`config.mk`:
```
export PLATFORM = sky130hd
export DESIGN_NAME = two_axis_slew_rate_limiter
export DESIGN_NICKNAME = d
export VERILOG_FILES = /design/src/rtl/core/tasrl_pkg.sv /design/src/rtl/core/tasrl_serial_div.sv /design/src/rtl/core/two_axis_slew_rate_limiter.sv
export SDC_FILE = /design/constraint.sdc
export NUM_CORES = 2
export LEC_CHECK = 0
export ABC_AREA = 0
export BUFFER_PORTS_ARGS = -buffer_cell sky130_fd_sc_hd__buf_2
export CORE_MARGIN = 10
export CORE_UTILIZATION = 40
export DETAILED_ROUTE_END_ITERATION = 8
export SETUP_SLACK_MARGIN = 0.3
export SYNTH_ARGS = -nofsm -noshare
export SYNTH_HDL_FRONTEND = slang
export SYNTH_SLANG_ARGS = --single-unit
export TNS_END_PERCENT = 100
```
`constraint.sdc`:
```
create_clock -name clk -period 6 [get_ports clk]
set_input_delay 0.3 -clock clk [delete_from_list [all_inputs] [get_ports clk]]
set_output_delay 0.3 -clock clk [all_outputs]
set_load 0.05 [all_outputs]
```
`src/rtl/core/tasrl_pkg.sv`:
```
// shared types and constants of the two-axis slew-rate limiter
package tasrl_pkg;

	// field widths
	localparam int unsigned POS_W      = 19;
	localparam int unsigned VEL_W      = 21;
	localparam int unsigned MAXV_W     = 20;
	localparam int unsigned LIM_W      = 18;
	localparam int unsigned TIME_W     = 48;
	localparam int unsigned ERR_W      = POS_W + 1;
	localparam int unsigned MAG_W      = ERR_W;
	localparam int unsigned STEP_W     = MAXV_W + 2;
	localparam int unsigned CFG_IDX_W  = 2;
	localparam int unsigned CFG_DATA_W = MAXV_W;
	localparam int unsigned IN_DATA_W  = 88;
	localparam int unsigned OUT_DATA_W = 80;

	// fixed-point scaling
	localparam int unsigned ANGLE_FRAC_BITS = 16;
	localparam int unsigned TFB_DEFAULT     = 20;

	// below 0.001 rad the velocity estimate reads zero
	localparam logic [MAG_W-1:0] SMALL_ERR_LIMIT =
		MAG_W'((2 ** ANGLE_FRAC_BITS + 999) / 1000);

	// register reset values
	localparam logic [MAXV_W-1:0] MAX_VEL_RESET     = MAXV_W'(98304);
	localparam logic [LIM_W-1:0]  YAW_BOUND_RESET   = LIM_W'(205887);
	localparam logic [LIM_W-1:0]  PITCH_BOUND_RESET = LIM_W'(68616);

	// word kinds on the input stream
	localparam logic KIND_COMMAND = 1'b0;
	localparam logic KIND_TICK    = 1'b1;

	typedef enum logic [CFG_IDX_W-1:0] {
		CFG_SPEED_CAP   = 2'd0,
		CFG_YAW_BOUND   = 2'd1,
		CFG_PITCH_BOUND = 2'd2
	} cfg_idx_t;

	typedef enum logic [1:0] {
		ST_IDLE,
		ST_PREP,
		ST_CALC,
		ST_MOVE
	} state_t;

	// divider control from the sequencer
	typedef struct packed {
		logic load;
		logic step;
	} div_ctrl_t;

endpackage

```
`src/rtl/core/tasrl_serial_div.sv`:
```
// bit-serial restoring divider: (mag << TIME_FRAC_BITS) / dt, one quotient bit per cycle
module tasrl_serial_div
	import tasrl_pkg::*;
#(
	parameter int unsigned TIME_FRAC_BITS = TFB_DEFAULT
) (
	input  logic                      clk,
	input  logic                      arst_n,
	input  div_ctrl_t                 ctrl,
	input  logic [MAG_W-1:0]          mag,
	input  logic [TIME_FRAC_BITS:0]   dt,
	output logic [MAXV_W-1:0]         quot,
	output logic                      ovf
);

	localparam int unsigned DT_W = TIME_FRAC_BITS + 1;

	logic [MAG_W-1:0]  num_q;
	logic [DT_W-1:0]   rem_q;
	logic [MAXV_W-1:0] quot_q;
	logic              ovf_q;
	logic [DT_W:0]     trial;
	logic [DT_W:0]     trial_sub;
	logic              fits;

	// shift the next dividend bit into the partial remainder and try the subtract
	always_comb begin
		trial     = {rem_q, num_q[MAG_W-1]};
		trial_sub = trial - {1'b0, dt};
		fits      = (trial >= {1'b0, dt});
	end

	// one restoring step per cycle; quotient bits leaving the top mark overflow
	always_ff @(posedge clk or negedge arst_n) begin
		if (!arst_n) begin
			ovf_q <= 1'b0;
		end else if (ctrl.load) begin
			ovf_q <= 1'b0;
		end else if (ctrl.step) begin
			ovf_q <= ovf_q | quot_q[MAXV_W-1];
		end
	end

	always_ff @(posedge clk) begin
		if (ctrl.load) begin
			num_q  <= mag;
			rem_q  <= '0;
			quot_q <= '0;
		end else if (ctrl.step) begin
			num_q  <= {num_q[MAG_W-2:0], 1'b0};
			rem_q  <= fits ? trial_sub[DT_W-1:0] : trial[DT_W-1:0];
			quot_q <= {quot_q[MAXV_W-2:0], fits};
		end
	end

	assign quot = quot_q;
	assign ovf  = ovf_q;

endmodule

```
`src/rtl/core/two_axis_slew_rate_limiter.sv`:
```
// top level of the two-axis slew-rate limiter
//
// channel   dir  handshake             content
// s_axis    in   tvalid/tready         command (targets) or tick (time stamp)
// m_axis    out  tvalid/tready         positions and velocity estimates
// cfg       in   cfg_we, no wait       speed cap, yaw bound, pitch bound
//
// a command word and the first tick after reset are taken in idle, which the block stays in;
// every later tick runs through prep, a calc phase of serial steps and move, and the
// bit-serial divider, one quotient bit per cycle, sets the length of the calc phase.
// reset clears positions, goals, the time stamp and the registers to defaults.
// the result sits in an output register, so the next word is taken while it waits;
// a tick that finishes while that register is still full holds until it drains.
module two_axis_slew_rate_limiter
	import tasrl_pkg::*;
#(
	parameter int unsigned TIME_FRAC_BITS = TFB_DEFAULT
) (
	input  logic                   clk,
	input  logic                   arst_n,
	// input stream
	input  logic                   s_axis_tvalid,
	output logic                   s_axis_tready,
	input  logic [IN_DATA_W-1:0]   s_axis_tdata,  // yaw_target, pitch_target, tick_time, zero pad
	input  logic                   s_axis_tuser,  // kind
	// output stream
	output logic                   m_axis_tvalid,
	input  logic                   m_axis_tready,
	output logic [OUT_DATA_W-1:0]  m_axis_tdata,  // yaw_position, pitch_position,
	                                              // yaw_rate, pitch_rate
	// register writes
	input  logic                   cfg_we,
	input  logic [CFG_IDX_W-1:0]   cfg_index,
	input  logic [CFG_DATA_W-1:0]  cfg_data
);

	localparam int unsigned DT_W       = TIME_FRAC_BITS + 1;
	localparam int unsigned DIFF_W     = TIME_W + 1;
	localparam int unsigned CALC_STEPS = MAG_W + TIME_FRAC_BITS;
	localparam int unsigned CNT_W      = $clog2(CALC_STEPS);
	localparam logic [63:0] DT_DEF_WIDE = ((64'd1 << DT_W) + 64'd50) / 64'd100;
	localparam logic [DT_W-1:0]   DT_DEFAULT = DT_DEF_WIDE[DT_W-1:0];
	localparam logic [DIFF_W-1:0] TIME_ONE   = {{(DIFF_W-1){1'b0}}, 1'b1} << TIME_FRAC_BITS;
	localparam logic [CNT_W-1:0]  CNT_LAST   = CNT_W'(CALC_STEPS - 1);
	localparam logic [CNT_W-1:0]  CNT_MUL    = CNT_W'(DT_W);

	state_t state_q, state_d;

	logic [MAXV_W-1:0]       max_vel_q;
	logic [LIM_W-1:0]        yaw_lim_q, pitch_lim_q;
	logic signed [POS_W-1:0] yaw_now_q, pitch_now_q, yaw_goal_q, pitch_goal_q;
	logic [TIME_W-1:0]       prev_time_q;
	logic                    time_seen_q;
	logic [DIFF_W-1:0]       diff_q;
	logic [DT_W-1:0]         dt_q, dt_sel;
	logic                    dt_ok;
	logic signed [ERR_W-1:0] yaw_err_d, pitch_err_d, yaw_err_q, pitch_err_q;
	logic [MAG_W-1:0]        yaw_mag_d, pitch_mag_d, yaw_mag_q, pitch_mag_q;
	logic [MAXV_W-1:0]       mul_hi_q;
	logic [DT_W-1:0]         mul_lo_q;
	logic [MAXV_W:0]         mul_sum;
	logic [MAXV_W:0]         step_lim;
	logic [CNT_W-1:0]        cnt_q;
	div_ctrl_t               div_ctrl;
	logic [MAXV_W-1:0]       yaw_quot, pitch_quot;
	logic                    yaw_ovf, pitch_ovf;
	logic                    in_take, move_go;
	logic                    in_kind;
	logic signed [POS_W-1:0] in_yaw, in_pitch;
	logic [TIME_W-1:0]       in_time;
	logic signed [POS_W-1:0] yaw_next, pitch_next;
	logic signed [VEL_W-1:0] yaw_vel, pitch_vel;
	logic [OUT_DATA_W-1:0]   out_data_q;
	logic                    out_valid_q;

	// clamp a target to plus or minus its limit
	function automatic logic signed [POS_W-1:0] clamp_goal(
		input logic signed [POS_W-1:0] tgt,
		input logic [LIM_W-1:0]        lim
	);
		logic signed [POS_W-1:0] lim_s;
		begin
			lim_s = signed'({1'b0, lim});
			if (tgt > lim_s)
				return lim_s;
			else if (tgt < -lim_s)
				return -lim_s;
			else
				return tgt;
		end
	endfunction

	// step toward the goal by at most the step limit
	function automatic logic signed [POS_W-1:0] step_pos(
		input logic signed [POS_W-1:0] now,
		input logic signed [POS_W-1:0] goal,
		input logic signed [ERR_W-1:0] err,
		input logic [MAG_W-1:0]        mag,
		input logic [MAXV_W:0]         md
	);
		logic signed [STEP_W-1:0] now_w, md_w, sum_w;
		begin
			now_w = signed'({{(STEP_W-POS_W){now[POS_W-1]}}, now});
			md_w  = signed'({1'b0, md});
			sum_w = err[ERR_W-1] ? now_w - md_w : now_w + md_w;
			if ({1'b0, mag} > md)
				return signed'(sum_w[POS_W-1:0]);
			else
				return goal;
		end
	endfunction

	// capped, signed velocity estimate
	function automatic logic signed [VEL_W-1:0] est_vel(
		input logic signed [ERR_W-1:0] err,
		input logic [MAG_W-1:0]        mag,
		input logic [MAXV_W-1:0]       quot,
		input logic                    ovf,
		input logic [MAXV_W-1:0]       mv
	);
		logic [MAXV_W-1:0]       capped;
		logic signed [VEL_W-1:0] mag_v;
		begin
			capped = (ovf || quot > mv) ? mv : quot;
			mag_v  = signed'({1'b0, capped});
			if (mag < SMALL_ERR_LIMIT)
				return '0;
			else if (!err[ERR_W-1] && err != '0)
				return mag_v;
			else
				return -mag_v;
		end
	endfunction

	// input word fields
	assign in_kind  = s_axis_tuser;
	assign in_yaw   = signed'(s_axis_tdata[POS_W-1:0]);
	assign in_pitch = signed'(s_axis_tdata[2*POS_W-1:POS_W]);
	assign in_time  = s_axis_tdata[2*POS_W+TIME_W-1:2*POS_W];
	assign in_take  = s_axis_tvalid && s_axis_tready;

	// state register
	always_ff @(posedge clk or negedge arst_n) begin
		if (!arst_n) begin
			state_q <= ST_IDLE;
		end else begin
			state_q <= state_d;
		end
	end

	// sequencer: next state and strobes
	always_comb begin
		state_d       = state_q;
		s_axis_tready = 1'b0;
		div_ctrl      = '0;
		move_go       = 1'b0;
		unique case (state_q)
			ST_IDLE: begin
				s_axis_tready = 1'b1;
				if (s_axis_tvalid && in_kind == KIND_TICK && time_seen_q)
					state_d = ST_PREP;
			end
			ST_PREP: begin
				div_ctrl.load = 1'b1;
				state_d       = ST_CALC;
			end
			ST_CALC: begin
				div_ctrl.step = 1'b1;
				if (cnt_q == CNT_LAST)
					state_d = ST_MOVE;
			end
			ST_MOVE: begin
				if (!out_valid_q || m_axis_tready) begin
					move_go = 1'b1;
					state_d = ST_IDLE;
				end
			end
		endcase
	end

	// elapsed time, falling back to 0.02 s when out of range
	always_comb begin
		dt_ok  = !diff_q[DIFF_W-1] && (diff_q != '0) && (diff_q <= TIME_ONE);
		dt_sel = dt_ok ? diff_q[DT_W-1:0] : DT_DEFAULT;
	end

	// pre-move errors and their magnitudes
	always_comb begin
		yaw_err_d   = {yaw_goal_q[POS_W-1], yaw_goal_q} - {yaw_now_q[POS_W-1], yaw_now_q};
		pitch_err_d = {pitch_goal_q[POS_W-1], pitch_goal_q}
			- {pitch_now_q[POS_W-1], pitch_now_q};
		yaw_mag_d   = yaw_err_d[ERR_W-1] ? unsigned'(-yaw_err_d) : unsigned'(yaw_err_d);
		pitch_mag_d = pitch_err_d[ERR_W-1] ? unsigned'(-pitch_err_d) : unsigned'(pitch_err_d);
	end

	// shift-add multiplier step: speed cap times one bit of dt
	always_comb begin
		mul_sum  = {1'b0, mul_hi_q} + (mul_lo_q[0] ? {1'b0, max_vel_q} : '0);
		step_lim = {mul_hi_q, mul_lo_q[DT_W-1]};
	end

	// move and estimate, used in the final state
	always_comb begin
		yaw_next   = step_pos(yaw_now_q, yaw_goal_q, yaw_err_q, yaw_mag_q, step_lim);
		pitch_next = step_pos(pitch_now_q, pitch_goal_q, pitch_err_q, pitch_mag_q, step_lim);
		yaw_vel    = est_vel(yaw_err_q, yaw_mag_q, yaw_quot, yaw_ovf, max_vel_q);
		pitch_vel  = est_vel(pitch_err_q, pitch_mag_q, pitch_quot, pitch_ovf, max_vel_q);
	end

	// architectural state: registers, goals, positions, time stamp
	always_ff @(posedge clk or negedge arst_n) begin
		if (!arst_n) begin
			max_vel_q    <= MAX_VEL_RESET;
			yaw_lim_q    <= YAW_BOUND_RESET;
			pitch_lim_q  <= PITCH_BOUND_RESET;
			yaw_goal_q   <= '0;
			pitch_goal_q <= '0;
			yaw_now_q    <= '0;
			pitch_now_q  <= '0;
			prev_time_q  <= '0;
			time_seen_q  <= 1'b0;
		end else begin
			if (cfg_we) begin
				unique case (cfg_index)
					CFG_SPEED_CAP:   max_vel_q   <= cfg_data;
					CFG_YAW_BOUND:   yaw_lim_q   <= cfg_data[LIM_W-1:0];
					CFG_PITCH_BOUND: pitch_lim_q <= cfg_data[LIM_W-1:0];
					default: ;
				endcase
			end
			if (in_take && in_kind == KIND_COMMAND) begin
				yaw_goal_q   <= clamp_goal(in_yaw, yaw_lim_q);
				pitch_goal_q <= clamp_goal(in_pitch, pitch_lim_q);
			end
			if (in_take && in_kind == KIND_TICK) begin
				prev_time_q <= in_time;
				time_seen_q <= 1'b1;
			end
			if (move_go) begin
				yaw_now_q   <= yaw_next;
				pitch_now_q <= pitch_next;
			end
		end
	end

	// per-tick working registers
	always_ff @(posedge clk) begin
		if (in_take && in_kind == KIND_TICK)
			diff_q <= {1'b0, in_time} - {1'b0, prev_time_q};
		if (state_q == ST_PREP) begin
			dt_q        <= dt_sel;
			yaw_err_q   <= yaw_err_d;
			pitch_err_q <= pitch_err_d;
			yaw_mag_q   <= yaw_mag_d;
			pitch_mag_q <= pitch_mag_d;
			mul_hi_q    <= '0;
			mul_lo_q    <= dt_sel;
		end else if (state_q == ST_CALC && cnt_q < CNT_MUL) begin
			mul_hi_q <= mul_sum[MAXV_W:1];
			mul_lo_q <= {mul_sum[0], mul_lo_q[DT_W-1:1]};
		end
	end

	// step counter for the serial units
	always_ff @(posedge clk or negedge arst_n) begin
		if (!arst_n) begin
			cnt_q <= '0;
		end else if (state_q == ST_PREP) begin
			cnt_q <= '0;
		end else if (state_q == ST_CALC) begin
			cnt_q <= cnt_q + 1'b1;
		end
	end

	// one divider per axis, run side by side
	tasrl_serial_div #(
		.TIME_FRAC_BITS(TIME_FRAC_BITS)
	) u_yaw_div (
		.clk    (clk),
		.arst_n (arst_n),
		.ctrl   (div_ctrl),
		.mag    (yaw_mag_d),
		.dt     (dt_q),
		.quot   (yaw_quot),
		.ovf    (yaw_ovf)
	);

	tasrl_serial_div #(
		.TIME_FRAC_BITS(TIME_FRAC_BITS)
	) u_pitch_div (
		.clk    (clk),
		.arst_n (arst_n),
		.ctrl   (div_ctrl),
		.mag    (pitch_mag_d),
		.dt     (dt_q),
		.quot   (pitch_quot),
		.ovf    (pitch_ovf)
	);

	// output register
	always_ff @(posedge clk or negedge arst_n) begin
		if (!arst_n) begin
			out_valid_q <= 1'b0;
		end else if (move_go) begin
			out_valid_q <= 1'b1;
		end else if (m_axis_tready) begin
			out_valid_q <= 1'b0;
		end
	end

	always_ff @(posedge clk) begin
		if (move_go)
			out_data_q <= {pitch_vel, yaw_vel, pitch_next, yaw_next};
	end

	assign m_axis_tvalid = out_valid_q;
	assign m_axis_tdata  = out_data_q;

	// the time stamp, once seen, stays seen
	a_seen_sticky: assert property (@(posedge clk) disable iff (!arst_n)
		!$fell(time_seen_q))
		else $error("time_seen cleared outside reset");

	// the final state is only reached from the serial phase
	a_move_after_calc: assert property (@(posedge clk) disable iff (!arst_n)
		(state_q == ST_MOVE && $past(state_q) != ST_MOVE) |-> $past(state_q) == ST_CALC)
		else $error("move state entered without a full serial phase");

	// a new result only comes out of the final state
	a_result_source: assert property (@(posedge clk) disable iff (!arst_n)
		$rose(out_valid_q) |-> $past(state_q) == ST_MOVE)
		else $error("result raised outside the final state");

	// the divisor is never zero and never above one second
	a_dt_range: assert property (@(posedge clk) disable iff (!arst_n)
		state_q == ST_CALC |-> (dt_q != '0 && DIFF_W'(dt_q) <= TIME_ONE))
		else $error("elapsed time out of range during division");

endmodule

```
# == Yosys cells after proc, flatten, opt, wreduce, memory -nomap -nowiden ==
# Cells that the tools add are included.
# totals
reg_bits,585
inputBits,116
out_inout_bits,82
wordCells,149
# classes
add_sub_neg,17
magnitude_cmp,14
eq_ne,9
n_mux,41
bitwise_logic,3
n_reduce_logical,32
# ops
op,n
20-bit 2-to-1 mux,11
19-bit 2-to-1 mux,8
21-bit 2-to-1 mux,5
49-bit by 21-bit less-or-equal comparator with 1-bit output (second input constant),1
49-bit nonzero test,1
48-bit by 48-bit subtractor with 49-bit output,1
22-bit by 21-bit >= comparator with 1-bit output,2
20-bit by 21-bit > comparator with 1-bit output,2
20-bit negation with 21-bit output,2
21-bit subtractor,2
20-bit > comparator,2
20-bit by 7-bit < comparator with 1-bit output (second input constant),2
20-bit negation,2
20-bit nonzero test,2
19-bit by 19-bit subtractor with 20-bit output,2
19-bit adder,2
19-bit > comparator,2
19-bit < comparator,2
18-bit negation with 19-bit output,2
19-bit subtractor,2
20-bit by 20-bit adder with 21-bit output,1
6-bit 2-to-1 mux,2
1-bit 2-to-1 mux,11
1-bit logical AND,10
other kinds (17),37

# == Depth between registers and ports, before layout ==
# logic_depth
depth_word,5
mapped_depth,19
ltp_nobuf,18

# == By module ==
# Synthesis repeated with hierarchy kept, for this count alone.
# unflattened
hier_cells,4148
area_unflattened_um2,40123.5
# modules_own_cells
mod,n_inst,cells_each,area_per_inst_um2,seq_area_each_um2
two_axis_slew_rate_limiter,1,3343,32552.5,12652.1
tasrl_serial_div at u_pitch_div,1,401,3791.1,1446.4
tasrl_serial_div at u_yaw_div,1,404,3779.9,1446.4

# == Worst setup path after synthesis ==
# No wires, ideal clock.
# synth_path
path_type,reg2reg
start,register pitch_lim_q[0]
end,register pitch_goal_q[18]
setup_ps,122
arrival_time_ps,4569
required_time_ps,5878
slack_ps,1309
stages_incl_launch_ff,19
path_buffers,2
synth_period_minus_slack_ps,4691
cell_sequence,dfrtp_1 > inv_1 > ha_1 > nand4_1 > or3_1 > clkbuf_1 > nand3b_1 > or3_1 > or3_1 > nor3_1 > ha_1 > inv_1 > a2111oi_0 > and4b_1 > a21oi_1 > nand2_1 > clkbuf_1 > nand2_1 > a32o_1
# synth_via
elab_chain_len,4
elab_cells_between_ends,5
cone_classes,add/sub (1); order compare (2); mux (2)
# synth_lines
element,line_no,rtl
"start, declared",two_axis_slew_rate_limiter.sv:50,"logic [LIM_W-1:0] yaw_lim_q, pitch_lim_q;"
"start signal, assigned",two_axis_slew_rate_limiter.sv:227,CFG_PITCH_BOUND: pitch_lim_q <= cfg_data[LIM_W-1:0];
18-bit negation with 19-bit output,"two_axis_slew_rate_limiter.sv:86, two_axis_slew_rate_limiter.sv:87",
19-bit < comparator,two_axis_slew_rate_limiter.sv:86,else if (tgt < -lim_s)
19-bit 2-to-1 mux,two_axis_slew_rate_limiter.sv:86,
19-bit 2-to-1 mux *,two_axis_slew_rate_limiter.sv:84,if (tgt > lim_s)
"end signal, assigned",two_axis_slew_rate_limiter.sv:233,"pitch_goal_q <= clamp_goal(in_pitch, pitch_lim_q);"
"end, declared",two_axis_slew_rate_limiter.sv:51,"logic signed [POS_W-1:0] yaw_now_q, pitch_now_q, yaw_goal_q, pitch_goal_q;"
# Mark *: on every way between the ends. The rest lies on a longest branch, timed or not.
# A chain may end at the register's enable or synchronous reset.

# == Worst setup path after layout ==
# layout_path
start,register pitch_lim_q[0]
end,register pitch_goal_q[11]
# Same word-level chain as after synthesis.

==> out/metrics.cfg <==
[detailed_routing]
drt_iter0_drc=2258
routedWlPerCell_um=20.31
dr.pass1.iters=6
drc_errors=0
vias=30953
routed_wl_mm=112.7
ant_nets=0
avgViaCountPerCell=5.580

[timing]
min_period_ns=5.144
tns_ns=0
drv_slew=0
setup_viol=0
max_slew.worst_pin.slew_ns=1.195
clock.fmax_ghz=0.1944
finalHoldViolCount=0
min_period_over_period_pct=85.73
clock-skew-final_ns=0.02690
timing.slew.headroom_pct=20.25
rsz0062_at_grt=no

[floorplan]
die_w_um=334.2
die_area_mm2=0.1117
die_height_um=334.2
io_pins=198
row_count=115
start_util_pct=40.25
core-area_mm2=0.09813

[clocking]
post_cts_buffers=0
root_buffer=clkbuf_16
numCtsBuffers=68
cts_tree=built
cts_max_level=3
clockBufferDepth=3
clk_latency_ns=0.64
cts_sinks=583
clk_pin_slew_ns=0.06

[logic_synthesis]
synthesis.area_mm2=0.03949
synth_warnings=0
synth_edf_count=289
syn_area_per_cell_um2=9.903
yosysTopAreaCellShare_pct=21.97
synth.most_common_cell=ha_1
yosys-top-cells-area=edfxtp_1 22%, dfrtp_1 11%, ha_1 11%, mux2_2 6.8%, dfxtp_1 5.2%
synthCells=3988
ys_ff_latch=583
yosys_most_used_dff=edfxtp_1
async_flop_share_pct=32.93
syn-num-nets=4461
yosysUniqueCellTypes=92
seq_area_frac_synth_pct=39.36
yosys.area.top_type=edfxtp_1
synth_common_cells=349 x ha_1, 300 x nor2_1, 289 x edfxtp_1

[worst_setup_path]
cp_slowest_stage_delay_ns=0.51
critPathLaunch=pitch_lim_q[0]
cp.depth=17
arrival_ns=5.65
path_max_fanout=10
crit_path_start_kind=register
crit_top_cell=or3_1
required_ns=6.50
path_class=register to register
reg2reg_from=pitch_lim_q[0]
r2r_setup_slack_ns=0.86
r2r-end=pitch_goal_q[11]
crit_end=pitch_goal_q[11]
crit_buf_inv=3
crit_chain=inv_1 > ha_1 > nand4_1 > or3_1 > nand3b_1 > or3_1 > or3_1 > nor3_1 > ha_1 > inv_1 > a2111oi_1 > and4b_1 > a21oi_1 > nand2_1 > buf_4 > mux2i_1 > a221oi_1
r2r.worst_path.cells=17
cp_top_family=simple AND/OR/NAND/NOR gates
crit_path_end_kind=register
cp_slowest_cell=a2111oi_1

[worst_hold_path]
hold_class=input pin to register
min_from=cfg_data[8]

[global_route]
grt_max_degree=124
busiest_layer=met2
use_met1_pct=26.03
grt_pass1_vias=30070
grt_first_pass_wirelength_mm=175.0
grt_util_met3_pct=3.111
groute.usage.overall_pct=19.63
grt_util_met2_pct=32.30
antenna_found_initial=0
gr-total-overflow=0

[job]
drv_cap=0

[cells_and_area]
drive_gt1_share_pct=15.42
nets=4678
diodes=0
area_growth_pct=13.35

[placed_design]
hpwl_mm=85.61
globalplace.congestion=0.9205
portBuffers=195

[status]
status=finished clean

==> metrics by stage <==
stage | setup slack [ns] | utilization, % | cells | hold slack, ns | instance area [µm²]
after global routing | 0.3786 | 45.62 | 5547 | 0.02787 | 44770
after CTS | 0.8037 | 45.61 | 5547 | 0.0005114 | 44760
after detailed placement | 0.8234 | 42.71 | 5363 | 0.3662 | 41910
final | 0.8565 | 45.62 | 5547 | 0.03853 | 44770
after global placement | 0.8133 | 42.71 | 5363 | 0.3631 | 41910
after floorplan | 1.309 | - | 3988 | 0.004409 | 39490
==> cells by family (layout without fill, tap and decap cells) <==
group | count (synthesis) | in the layout | share of synthesized area (%)
xor gates and xnor gates | 257 | 257 | 5.699
and+or+nand+nor | 1107 | 1107 | 14.22
adders and majority gates | 357 | 357 | 11.46
DFF | 583 | 583 | 39.36
muxes | 372 | 372 | 10.18
buffers and inverters | 430 | 702 | 4.109
AOI/OAI and AO/OA | 882 | 882 | 14.97
==> final cells by class <==
class / count / area, µm²
Tap cell: 1287 / 1610
Multi-Input combinational cell: 2975 / 22420
Sequential cell: 583 / 15540
Inverter: 289 / 1087
Clock inverter: 41 / 392.9
Clock buffer: 84 / 1866
Fill cell: 9287 / 53370
Timing Repair Buffer: 288 / 1843
==> timing repair <==
| action | in CTS | in global routing |
|---|---|---|
| hold endpoints to repair | 127 | 0 |
| setup endpoints to repair | 0 | 3 |
| hold buffers | 59 | 0 |
| resized for setup | 0 | 2 |
==> worst min path at each step <==
stage | to | slack (ns) | cells after the start
floorplan | cnt_q[0] | 0.004 | 0
global placement | pitch_lim_q[12] | 0.36 | 1
detailed placement | pitch_lim_q[12] | 0.37 | 1
CTS | max_vel_q[2] | 0.0005 | 3
global route | max_vel_q[17] | 0.03 | 3
finish | max_vel_q[8] | 0.04 | 3
==> per-layer routing <==
layer  part of all wire [%]  up-vias  routed length [µm]
met2                     47      776               52400
met3                    5.5      165                6226
met5                      0        -                   0
met1                     45    14889               50680
li1                       -    15123                   -
met4                    3.0        0                3378
==> placed cells by master, fill, tap and decap left out, types with 20 or more instances in the layout <==
cell type,n
xnor2_1,189
and3_1,40
nor4_1,47
a21oi_1,212
nor2_1,298
a21o_1,97
xor2_1,68
edfxtp_1,289
o21a_1,68
mux2i_1,135
or2_2,25
nand4_1,58
nor3_1,100
and2_1,47
mux2_2,237
nor2b_1,53
nand2_1,208
dlygate4sd3_1,59
ha_1,346
dfxtp_1,102
inv_1,285
buf_4,33
a211oi_1,73
buf_2,194
a31oi_1,20
o21ai_0,152
dfrtp_1,176
or3_1,29
o211ai_1,33
nand3_1,80
clkbuf_16,71
o31ai_1,29
nand2b_1,46
o21bai_1,22
==> flip-flops by register name, indices dropped and copies added, names as in the netlist, 19 cells and up <==
| register | cells |
|---|---|
| mul_lo_q | 21 |
| u_pitch_div.num_q | 20 |
| u_pitch_div.rem_q | 21 |
| yaw_goal_q | 19 |
| u_yaw_div.rem_q | 21 |
| mul_hi_q | 20 |
| pitch_mag_q | 19 |
| yaw_err_q | 20 |
| pitch_err_q | 20 |
| m_axis_tdata | 80 |
| u_yaw_div.num_q | 20 |
| yaw_mag_q | 19 |
| diff_q | 49 |
| dt_q | 21 |
| pitch_now_q | 19 |
| pitch_goal_q | 19 |
| prev_time_q | 48 |
| u_yaw_div.quot | 20 |
| u_pitch_div.quot | 20 |
| max_vel_q | 20 |
| yaw_now_q | 19 |
==> worst min-delay path, stage by stage <==
cell,delay [ns]
buf_2,0.16
nand2_1,0.08
o21ai_0,0.07
Power is left out: the tool's default activity adds up to more than one toggle a clock period on the data nets, which glitch-free logic cannot reach.
